[config.mk]
export PLATFORM = sky130hd
export DESIGN_NAME = kclru_ram
export DESIGN_NICKNAME = d
export VERILOG_FILES = /design/src/rtl/core/kclru_ram.sv
export SDC_FILE = /design/constraint.sdc
export NUM_CORES = 2
export LEC_CHECK = 0
export ABC_AREA = 1
export BUFFER_PORTS_ARGS = -buffer_cell sky130_fd_sc_hd__buf_2
export CORE_ASPECT_RATIO = 0.7
export CORE_UTILIZATION = 45
export DETAILED_ROUTE_END_ITERATION = 12
export PLACE_DENSITY = 0.68
export SETUP_SLACK_MARGIN = 0.4
export SKIP_LAST_GASP = 1
export SYNTH_ARGS = -nofsm -noshare
export SYNTH_HDL_FRONTEND = slang
export SYNTH_SLANG_ARGS = --single-unit
[constraint.sdc]
create_clock -name clk -period 8.4 [get_ports clk]
set_input_delay 1.68 -clock clk [delete_from_list [all_inputs] [get_ports clk]]
set_output_delay 1.68 -clock clk [all_outputs]
set_load 0.1 [all_outputs]
[src/rtl/core/kclru_ram.sv]
// Generic single-write, single-read RAM with a registered read port.
// No dependencies.
module kclru_ram #(
  parameter int WIDTH = 32,
  parameter int DEPTH = 64
) (
  input  logic                     clk,
  input  logic                     we,
  input  logic [$clog2(DEPTH)-1:0] waddr,
  input  logic [WIDTH-1:0]         wdata,
  input  logic [$clog2(DEPTH)-1:0] raddr,
  output logic [WIDTH-1:0]         rdata
);

  logic [WIDTH-1:0] mem [DEPTH];

  always_ff @(posedge clk) begin
    if (we) begin
      mem[waddr] <= wdata;
    end
    rdata <= mem[raddr];
  end

endmodule

==> impl_metrics.yaml <==
logic_synthesis:
  yosysTopAreaCell: "edfxtp_1"
  synth.area.top_cells: "edfxtp_1, nand3_1, nand2_1"
  ys_types: 16
  synth_xor_area_share_pct: 0
  synth_top_area_share_pct: 74.33
  synth_cells: 6769
  synth_edf_count: 2048
  synth_warnings: 0
  synth_nets: 6815
  synth_area_per_cell_um2: 12.22
  synth.cell_area_um2: 82740
  seq_area_frac_synth_pct: 75.10
  async_flop_share_pct: 0
  synth_top_family_by_area: "simple AND/OR/NAND/NOR gates"
  yosys-top-cells-count: "nand2_1, edfxtp_1, nand3_1, buf_2, clkbuf_1"
  synthFlopType: "edfxtp_1"
  synthAdderAreaFrac_pct: 0
  ys_seq_elements: 2080
  yosysMostFrequentCell: "nand2_1"
  synth_compound_area_share_pct: 0
  synth-simple-area-share_pct: 22.12
  synth_mux_area_share_pct: 0
layout:
  register_area_um2: 62140
  final_area_um2: 91290
  fillers: 15490
  drive_gt1_share_pct: 7.563
  multi_input_area_um2: 18770
  layout.nets: 6750
  area_growth_pct: 10.34
timing:
  skew_ns: 0.03172
  grt_setup_unrepaired: "no"
  fin_setup_tns_ns: 0
  finalSetupViolations: 0
  finalCritPeriodShare_pct: 50.43
  relSlewSlack_pct: 11.40
  hold_viol: 0
  tightest_slew_ns: 1.329
  final.min_clock_period_ns: 4.237
  max_freq_mhz: 236.0
  slew_viol_final: 0
detailed_routing:
  drt-met1-wl_um: 96350
  wl_met2_um: 101600
  drt-initial-drc-count: 8539
  wl_met3_um: 27100
  avgRoutedWirePerCell_um: 24.80
  dr.pass1.iters: 7
  num_vias: 54200
  viasPerCell: 5.816
  antenna_left: 0
  drt-total-wl_um: 231100
  top_layer_used: "met5"
  drc: 0
placement:
  place.gp.congestion: 0.7983
  io_buffers: 77
  place_area_um2: 85580
  hpwl_um: 115100
clock_tree:
  clk_latency_ns: 0.81
  clk_path_buf_depth: 3
  cts_buffers: 182
  clk_pin_slew_ns: 0.06
  cts-root-buf: "clkbuf_16"
  cts-resized-gates: 0
  cts_hold_buf: 0
  htree_num_levels: 4
  cts_tree: "built"
  post_cts_buffers: 0
  cts_sinks: 2080
power_and_ir_drop:
  power_density_nw_per_um2: 231.0
  ir_drop_mv: 0.2206
  p_leak_nw: 31.69
worst_setup_path:
  cp.required_ns: 9.08
  path_class: "primary input to flip-flop"
  start_kind: "primary input"
  cp_max_fo: 166
  crit_path_end_kind: "flip-flop"
  worstPathArrival_ns: 4.92
global_route:
  grt_pass1_wl_um: 338600
  antenna_found_initial: 13
  grt_use_total_pct: 24.65
  grt_max_degree: 203
  grt_pass1_vias: 50630
  gr-total-overflow: 0
die:
  initial_core_util_pct: 45.35
  std_cell_rows: 131
  die_area_um2: 185600
  die_height_um: 360.8
  num_io_pins: 78
  core_um2: 182400
  die_w_um: 514.5
status:
  run_status: "complete, no violations"
job:
  cap_violations: 0
worst_hold_path:
  hp-class: "flip-flop to flip-flop"
[state kept, by name, indices dropped and copies added, names as in the netlist]
name   count
rdata     32
mem     2048
[through the flow]
step	utilization, %	std cells	total power [mW]	worst slack [ns]	hold slack, ns
2_1_floorplan	-	6769	12.58	2.590	0.7214
3_3_place_gp	46.91	8980	13.10	3.532	0.7796
3_5_place_dp	46.91	8980	13.12	3.508	0.7915
4_1_cts	50.03	9309	21.13	4.346	0.8142
5_1_grt	50.03	9313	21.65	4.077	0.8965
6_report	50.04	9319	21.09	4.164	0.8161
[worst max-delay path, stage by stage]
cell	delay, ns
buf_8	0.34
buf_12	0.53
buf_4	0.93
nand3_1	0.17
nand3_1	0.15
nand3_1	0.11
nand3_1	0.22
nand2_1	0.08
nand2_1	0.16
nand2_1	0.10
[power by group]
group,switching [mW],total [mW],internal (mW)
clock network,3.72,8.17,4.45
logic,1.09,1.38,0.292
registers,0.0497,11.5,11.5
total,4.86,21.1,16.2
[worst paths after layout]
path          startpoint         to  slack [ns]  cells past startpoint
min          mem[26][10]  rdata[10]        0.82                      8
min reg2reg  mem[26][10]  rdata[10]        0.82                      8
max             raddr[1]  rdata[26]        4.16                     10
max reg2reg  mem[47][26]  rdata[26]        6.80                      8
[cells in the final DEF (no fill, tap or decap), types with 2 or more instances in the layout]
cell          n
nor4_2        8
bufinv_16     9
clkinv_1     26
clkinv_8      4
buf_2        72
clkinv_4      3
inv_1         6
inv_8         2
nand4_1       9
edfxtp_1   2048
buf_12       13
clkbuf_16   185
nand2_1    2248
clkbuf_1     55
diode_2      10
nor2_4       56
nand3_1    1907
buf_8         3
inv_6         4
buf_4       111
clkinv_2     29
dfxtp_1      32
inv_16        3
clkbuf_8     13
[routing by layer]
layer  global-route usage [%]  vias up
li1                         -    23990
met3                    5.064      377
met5                        0        -
met2                    36.20     3330
met4                    7.619        4
met1                    36.71    26490
[cell type report]
class                      count  area share [%]
antenna                       10         0.02741
clock buffer                 253           5.493
clock inverter                76          0.7374
inverter                      12         0.09046
multi-input combinational   4228           20.56
sequential                  2080           68.07
tap                         2460           3.372
timing repair buffer         200           1.654
[kinds of logic (layout without fill, tap and decap cells)]
family | count (synthesis) | in the layout
DFF | 2080 | 2080
other | 0 | 10
buffers and inverters | 461 | 541
and+or+nand+nor | 4228 | 4228
No activity file was read; power rests on OpenSTA's default activity.
